`config.mk`:
```
export PLATFORM = sky130hd
export DESIGN_NAME = segx_eval
export DESIGN_NICKNAME = d
export VERILOG_FILES = /design/src/rtl/segx_pkg.sv /design/src/rtl/segx_eval.sv
export SDC_FILE = /design/constraint.sdc
export NUM_CORES = 1
export LEC_CHECK = 0
export ABC_CLOCK_PERIOD_IN_PS = 1650
export BUFFER_PORTS_ARGS = -buffer_cell sky130_fd_sc_hd__buf_2
export CAP_MARGIN = 0
export CORE_AREA = 2 2 39 41
export CTS_CLUSTER_SIZE = 40
export DETAILED_ROUTE_END_ITERATION = 7
export DIE_AREA = 0 0 41 43
export PLACE_DENSITY = 0.48
export SLEW_MARGIN = 20
export SYNTH_ARGS = -nofsm -noshare
export SYNTH_HDL_FRONTEND = slang
export SYNTH_SLANG_ARGS = --single-unit
```
`constraint.sdc`:
```
create_clock -name clk -period 1.65 [get_ports clk]
set_input_delay 0.33 -clock clk [delete_from_list [all_inputs] [get_ports clk]]
set_output_delay 0.33 -clock clk [all_outputs]
set_load 0.05 [all_outputs]
```
`src/rtl/segx_pkg.sv`:
```
// Shared constants, term tables and flag types for the segment intersection pipeline.
// Depends on nothing; every other file in rtl imports it.
package segx_pkg;

  localparam int COORD_WIDTH_DEF = 16;
  localparam int NUM_FIELDS      = 8;
  localparam int NUM_POINTS      = 4;
  localparam int OUT_TDATA_W     = 8;

  // Point indexes within the input transaction.
  localparam int PT_A = 0;
  localparam int PT_B = 1;
  localparam int PT_C = 2;
  localparam int PT_D = 3;

  // Coordinate differences formed in the first stage.
  localparam int NUM_DIFFS = 6;
  localparam int DIFF_AB   = 0;
  localparam int DIFF_AC   = 1;
  localparam int DIFF_AD   = 2;
  localparam int DIFF_BC   = 3;
  localparam int DIFF_BD   = 4;
  localparam int DIFF_CD   = 5;

  localparam int DIFF_P [NUM_DIFFS] = '{PT_A, PT_A, PT_A, PT_B, PT_B, PT_C};
  localparam int DIFF_Q [NUM_DIFFS] = '{PT_B, PT_C, PT_D, PT_C, PT_D, PT_D};

  // Cross and dot products of pairs of differences.
  localparam int NUM_TERMS   = 8;
  localparam int TERM_XAB_BD = 0;
  localparam int TERM_XAB_BC = 1;
  localparam int TERM_XCD_AD = 2;
  localparam int TERM_XCD_BD = 3;
  localparam int TERM_DOT_A  = 4;
  localparam int TERM_DOT_B  = 5;
  localparam int TERM_DOT_C  = 6;
  localparam int TERM_DOT_D  = 7;

  localparam int TERM_U [NUM_TERMS] = '{DIFF_AB, DIFF_AB, DIFF_CD, DIFF_CD,
                                        DIFF_AC, DIFF_BC, DIFF_AC, DIFF_AD};
  localparam int TERM_V [NUM_TERMS] = '{DIFF_BD, DIFF_BC, DIFF_AD, DIFF_BD,
                                        DIFF_AD, DIFF_BD, DIFF_BC, DIFF_BD};
  localparam bit TERM_IS_DOT [NUM_TERMS] = '{1'b0, 1'b0, 1'b0, 1'b0,
                                             1'b1, 1'b1, 1'b1, 1'b1};

  typedef struct packed {
    logic [NUM_TERMS-1:0] zero;
    logic [NUM_TERMS-1:0] neg;
  } term_flags_t;

endpackage

```
`src/rtl/segx_eval.sv`:
```
// Final pipeline stage: combines the term flags into the two verdicts and holds the output.
// Depends on segx_pkg.
module segx_eval (
  input  logic                               clk,
  input  logic                               rst_n,
  input  logic                               in_valid,
  output logic                               in_ready,
  input  segx_pkg::term_flags_t              in_flags,
  output logic                               out_valid,
  input  logic                               out_ready,
  output logic [segx_pkg::OUT_TDATA_W-1:0]   out_data
);
  import segx_pkg::*;

  logic                   valid_r;
  logic [OUT_TDATA_W-1:0] data_r;
  logic [OUT_TDATA_W-1:0] data_nxt;
  logic                   split_cd;
  logic                   split_ab;
  logic                   proper;
  logic                   on_a;
  logic                   on_b;
  logic                   on_c;
  logic                   on_d;
  logic                   touches;

  // C and D lie strictly on opposite sides of line AB, and A and B of line CD.
  assign split_cd = !in_flags.zero[TERM_XAB_BD] && !in_flags.zero[TERM_XAB_BC] &&
                    (in_flags.neg[TERM_XAB_BD] != in_flags.neg[TERM_XAB_BC]);
  assign split_ab = !in_flags.zero[TERM_XCD_AD] && !in_flags.zero[TERM_XCD_BD] &&
                    (in_flags.neg[TERM_XCD_AD] != in_flags.neg[TERM_XCD_BD]);
  assign proper   = split_cd && split_ab;

  // An endpoint touches the other segment when collinear with it and between its ends.
  assign on_a = in_flags.zero[TERM_XCD_AD] &&
                (in_flags.zero[TERM_DOT_A] || in_flags.neg[TERM_DOT_A]);
  assign on_b = in_flags.zero[TERM_XCD_BD] &&
                (in_flags.zero[TERM_DOT_B] || in_flags.neg[TERM_DOT_B]);
  assign on_c = in_flags.zero[TERM_XAB_BC] &&
                (in_flags.zero[TERM_DOT_C] || in_flags.neg[TERM_DOT_C]);
  assign on_d = in_flags.zero[TERM_XAB_BD] &&
                (in_flags.zero[TERM_DOT_D] || in_flags.neg[TERM_DOT_D]);
  assign touches = on_a || on_b || on_c || on_d;

  assign data_nxt = {{(OUT_TDATA_W-2){1'b0}}, proper || touches, proper};

  assign in_ready  = !valid_r || out_ready;
  assign out_valid = valid_r;
  assign out_data  = data_r;

  always_ff @(posedge clk) begin
    if (!rst_n) begin
      valid_r <= 1'b0;
    end else if (in_ready) begin
      valid_r <= in_valid;
    end
  end

  always_ff @(posedge clk) begin
    if (in_ready && in_valid) begin
      data_r <= data_nxt;
    end
  end

endmodule

```
==> results of run 1 <==
## layout make-up
type	instances	area (µm²)
fillers	162	1020
repair buffers	23	115
inverters	1	3.75
multi-input cells	19	114
well taps	16	20.0
clock buffers	4	26.3
flip-flops and latches	3	80.1
## stage by stage
| stage | area [µm²] | setup slack (ns) | power, mW |
|---|---|---|---|
| finish | 359 | 0.426 | 0.307 |
| detailed placement | 333 | 0.238 | 0.181 |
| CTS | 359 | 0.410 | 0.317 |
| floorplan | 243 | 0.0253 | 0.163 |
| global placement | 333 | 0.265 | 0.181 |
| global route | 359 | 0.366 | 0.329 |
## per-layer routing
layer  vias up  track usage [%]  part of all wire (%)
met3         2             1.57                    18
met5         -                0                     0
li1        123                -                     -
met2        20             9.06                    50
met4         0             12.0                   2.1
met1        98             6.11                    30
## state kept, by name, indices dropped and copies added, names as in the netlist
| name | cells |
|---|---|
| out_data | 2 |
| out_valid | 1 |
## how the worst max path moves through the flow
stage	to	slack, ns
2_1_floorplan	out_data[0]	0.03
3_3_place_gp	out_data[1]	0.27
3_5_place_dp	out_data[1]	0.24
4_1_cts	in_ready	0.41
5_1_grt	in_ready	0.37
6_report	in_ready	0.43
## logic make-up (layout without fill, tap and decap cells)
kind of cell           after synthesis  in the layout  synth area share (%)
flip-flops                           3              3                  35.8
AO/OA/AOI/OAI                        5              5                  12.3
XOR/XNOR                             2              2                  7.82
other                                1              6                  1.67
buffers and inverters                7             28                  21.8
AND/OR/NAND/NOR                      6              6                  20.7
## worst min-delay path: stages
cell      delay [ns]
buf_2           0.10
inv_1           0.04
a21boi_1        0.05
## synth_stat cells
| cell type | number |
|---|---|
| a21boi_1 | 1 |
| and2_1 | 1 |
| buf_4 | 6 |
| conb_1 | 1 |
| dfxtp_1 | 1 |
| edfxtp_1 | 2 |
| inv_1 | 1 |
| nand2b_1 | 1 |
| nand4_1 | 1 |
| nor3_2 | 1 |
| o21ai_0 | 4 |
| or2_1 | 1 |
| or4_4 | 1 |
| xnor2_1 | 2 |
## where the power goes
group,switching [mW],internal [mW]
clock network,0.0367,0.0905
logic,0.0646,0.0282
registers,0.00114,0.0853
total,0.102,0.204
==> reports/metrics.yaml, run 1 <==
status:
  status: "finished clean"
detailed_routing:
  num_vias: 243
  totalWireLength_um: 486
  vias_per_cell: 3.68
  dr.pass1.iters: 1
  drt_iter0_drc: 0
  drc: 0
  detail_route.wl_per_cell_um: 7.36
  final_antenna_net_count: 0
setup_path:
  rrSetupSlack_ns: 0.79
  crit_slowest_cell: "dfxtp_1"
  crit_type: "flip-flop to primary output"
  crit_start: "out_valid"
  start_kind: "flip-flop"
  critical-path-top-delay-family: "flip-flops"
  crit_cells: 2
  crit_required_ns: 1.32
  arrival_ns: 0.89
  cpPeakStageDelay_ns: 0.30
  reg2reg_from: "out_valid"
  r2r-end: "out_data[0]"
  end_kind: "primary output"
  cp_cell_sequence: "nand2b_1, buf_2"
  critPathMaxFanout: 3
  crit_buf_inv: 1
  ff2ff_path_depth: 2
die:
  die_y_um: 43
  die_w_um: 41
  initial_core_util_pct: 16.2
  dieArea_mm2: 0.00176
  coreArea_mm2: 0.00138
  io_pins: 30
  num_rows: 14
synth:
  syn_area_per_cell_um2: 9.33
  ys_seq_area_share_pct: 35.8
  synth_top_area_share_pct: 26.8
  synthDistinctLibCells: 14
  ys_ff_latch: 3
  syn_area_um2: 224
  postSynthCellCount: 24
  synth_area_leaders: "edfxtp_1 (27%), buf_4 (20%), dfxtp_1 (8.9%)"
  yosys_warnings: 0
  synth_area_leader_cell: "edfxtp_1"
global_route:
  antenna_found_initial: 0
  grt_usage_pct: 6.93
  grt_pass1_vias: 204
  grt_pass1_wl_um: 717
  grt-ovfl-total: 0
  grt_max_degree: 4
sta:
  setup_viol: 0
  finalClockSkew_ns: 0.00127
  tns_ns: 0
  hold_ws_ns: 0.340
  slew_viol_final: 0
  period_minus_slack_ns: 1.22
  rsz0062_at_grt: "false"
  hold_viol_final: 0
  max_freq_ghz: 0.817
  timing.final.crit_share_pct: 74.2
hold_path:
  hold_depth: 3
  hp-start: "in_valid"
  hold_path_end: "out_valid"
  hold_path.class: "primary input to flip-flop"
clock_tree:
  post_cts_buffers: 0
  cts_max_level: 1
  cts.repair.resized: 0
  cts-root-buf: "clkbuf_4"
  numCtsBuffers: 3
  clk_pin_slew_worst_paths_ns: 0.04
  clk_latency_ns: 0.23
  cts_tree: "built"
  clock_path_buffers: 2
  cts_hold_buf: 0
  cts.sinks: 3
power_and_ir_drop:
  vdd_drop_max_mv: 0.138
  powerDensity_mw_per_mm2: 854
  p_leak_nw: 0.178
layout:
  layout_commonest_cell: "buf_2"
  num_antenna_cells: 0
  fin_util_pct: 25.9
  instances_no_fill: 66
  drive_gt1_share_pct: 56.0
  final_nets: 71
  final_cell_mix: "buf_2 (23), conb_1 (6), o21ai_0 (4), clkbuf_4 (3)"
  syn2layout_area_growth_pct: 60.3
place:
  place_inst: 62
  io_buffers: 23
  gp_congestion: 0.633
job:
  max_cap_viol_count: 0
(Power assumes the default switching activity.)
==> run 2: changes to the inputs <==
--- a/config.mk
+++ b/config.mk
@@ -5,14 +5,14 @@
 export SDC_FILE = /design/constraint.sdc
 export NUM_CORES = 1
 export LEC_CHECK = 0
-export ABC_CLOCK_PERIOD_IN_PS = 1650
+export ABC_CLOCK_PERIOD_IN_PS = 1100
 export BUFFER_PORTS_ARGS = -buffer_cell sky130_fd_sc_hd__buf_2
 export CAP_MARGIN = 0
 export CORE_AREA = 2 2 39 41
 export CTS_CLUSTER_SIZE = 40
 export DETAILED_ROUTE_END_ITERATION = 7
 export DIE_AREA = 0 0 41 43
-export PLACE_DENSITY = 0.48
+export PLACE_DENSITY = 0.5
 export SLEW_MARGIN = 20
 export SYNTH_ARGS = -nofsm -noshare
 export SYNTH_HDL_FRONTEND = slang
==> constraint.sdc (replaced) <==
create_clock -name clk -period 1.1 [get_ports clk]
set_input_delay 0.22 -clock clk [delete_from_list [all_inputs] [get_ports clk]]
set_output_delay 0.22 -clock clk [all_outputs]
set_load 0.05 [all_outputs]
==> reports/metrics.yaml, run 2 (synthesized netlist as in run 1, its figures left out) <==
status:
  status: "finished clean"
place:
  dpl_worst_slack_ns: -0.126  # -0.364 ns
  place_inst: 64  # +3.2%
  place_hpwl_um: 516
  gp_congestion: 0.594  # -6.2%
  place_area_um2: 359  # +7.9%
  io_buffers: 23  # unchanged
global_route:
  grt-ovfl-total: 0  # unchanged
  grt_usage_pct: 7.61  # +0.68 points
  grt_max_degree: 4  # unchanged
  grt_pass1_wl_um: 800  # +12%
  antenna_found_initial: 0  # unchanged
  grt_pass1_vias: 220  # +7.8%
setup_path:
  crit_buf_inv: 1  # unchanged
  critPathMaxFanout: 2  # -1
  crit_slowest_cell: "dfxtp_4"
  crit_required_ns: 0.88  # -0.44 ns
  crit_type: "flip-flop to primary output"
  cp_cell_sequence: "buf_2"
  rrSetupSlack_ns: 0.24  # -0.55 ns
  start_kind: "flip-flop"
  end_kind: "primary output"
  critical-path-top-delay-family: "flip-flops"
  arrival_ns: 0.84  # -0.05 ns
  cpPeakStageDelay_ns: 0.34  # +0.04 ns
job:
  max_cap_viol_count: 0  # unchanged
clock_tree:
  numCtsBuffers: 3  # unchanged
  clk_pin_slew_worst_paths_ns: 0.04  # about the same
  clock_path_buffers: 2  # unchanged
  cts-root-buf: "clkbuf_4"
  post_cts_buffers: 0  # unchanged
  cts_tree: "built"
  cts.sinks: 3  # unchanged
  cts_max_level: 1  # unchanged
  clk_latency_ns: 0.24  # about the same
layout:
  instances_no_fill: 68  # +3.0%
  final_nets: 73  # +2.8%
  drive_gt1_share_pct: 61.5  # +5.5 points
  fin_area_um2: 388  # +8.0%
  final_cell_mix: "buf_2 (22), conb_1 (6), o21ai_0 (4), clkbuf_4 (3), buf_4 (3)"
  fillers: 159  # -1.9%
  layout_commonest_cell: "buf_2"
  num_antenna_cells: 0  # unchanged
  largest_reg_flops: 2  # unchanged
  syn2layout_area_growth_pct: 73.2
power_and_ir_drop:
  powerDensity_mw_per_mm2: 1220  # +43%
  vdd_drop_max_mv: 0.222  # +61%
  sw_frac_of_total_pct: 34.0  # +0.60 points
  pwr-share-seq_pct: 27.4  # -0.8 points
  p_switching_mw: 0.161  # +58%
  power_frac_clock_pct: 40.8  # -0.7 points
  internal_power_mw: 0.313  # +53%
  p_leak_nw: 0.196  # +10%
  comb_power_share_pct: 31.7  # +1.4 points
detailed_routing:
  totalWireLength_um: 570  # +17%
  drc: 0  # unchanged
  final_antenna_net_count: 0  # unchanged
  detail_route.wl_per_cell_um: 8.38  # +14%
  vias_per_cell: 3.72  # +1.1%
  dr.pass1.iters: 2  # +1
  drt_iter0_drc: 2  # +2
  num_vias: 253  # +4.1%
sta:
  period_minus_slack_ns: 1.06
  slew_viol_final: 0  # unchanged
  finalClockSkew_ns: 0.00412  # +0.00286 ns
  rsz0062_at_grt: "false"
  setup_viol: 0  # unchanged
  max_freq_ghz: 0.947
  fin_ws_ns: 0.0437  # -0.382 ns
  hold_viol_final: 0  # unchanged
  timing.final.crit_share_pct: 96.0
die:
  dieArea_mm2: 0.00176  # unchanged
  die_y_um: 43  # unchanged
  io_pins: 30  # unchanged
  coreArea_mm2: 0.00138  # unchanged
  initial_core_util_pct: 16.2  # unchanged
  die_w_um: 41  # unchanged
  num_rows: 14  # unchanged
hold_path:
  hold_path.class: "primary input to flip-flop"
run 2: changes by cell type in the layout (fill, tap and decap cells not counted), sizes merged:
| cell | previous run | this run |
|---|---|---|
| buf | 23 | 25 |
run 2: per-layer routing:
layer  track usage (%)  vias to the layer above  share of wire [%]  wire (µm)
met5                 0                        -                  0          0
met4              12.0                        0                4.4         25
met3              2.62                        4                 22        125
met2              9.06                       25                 34        196
met1              7.64                       97                 39        224
li1                  -                      127                  -          -
run 2: cell type report:
cell class | instances | area (µm²) | area share [%]
Clock buffer | 4 | 26.3 | 6.77
Inverter | 1 | 3.75 | 0.968
Multi-Input combinational cell | 19 | 121 | 31.3
Sequential cell | 3 | 83.8 | 21.6
Tap cell | 16 | 20.0 | 5.16
Timing Repair Buffer | 25 | 133 | 34.2
run 2: stage by stage:
step	hold slack [ns]	util [%]	setup TNS (ns)	power, mW
global placement	0.456	25.9	-0.146	0.282
detailed placement	0.459	25.9	-0.159	0.282
CTS	0.205	28.0	0	0.487
floorplan	0.338	-	0	0.247
global route	0.227	28.0	0	0.506
finish	0.212	28.0	0	0.474
run 2: worst min-delay path, stage by stage:
cell,delay [ns]
buf_2,0.10
inv_1,0.04
a21boi_1,0.04
run 2: final timing paths:
check / startpoint / end / depth (start not counted)
setup / recovery: out_valid / out_valid / 1
hold / removal: in_valid / out_valid / 3
setup reg to reg: out_valid / out_data[1] / 2
hold reg to reg: out_valid / out_valid / 2
run 2: power by group through the flow:
stage / Combinational, mW / Clock [mW] / Sequential, mW
4_1_cts: 0.151 / 0.206 / 0.130
3_5_place_dp: 0.150 / 0 / 0.132
6_report: 0.151 / 0.194 / 0.130
5_1_grt: 0.161 / 0.214 / 0.132
2_1_floorplan: 0.0920 / 0 / 0.155
3_3_place_gp: 0.150 / 0 / 0.132
run 2: repair_timing:
action / in CTS / in global routing
hold buffers: 0 / 0
setup endpoints to repair: 1 / 0
resized for setup: 1 / 0
endpoints found under the hold margin: 0 / 0
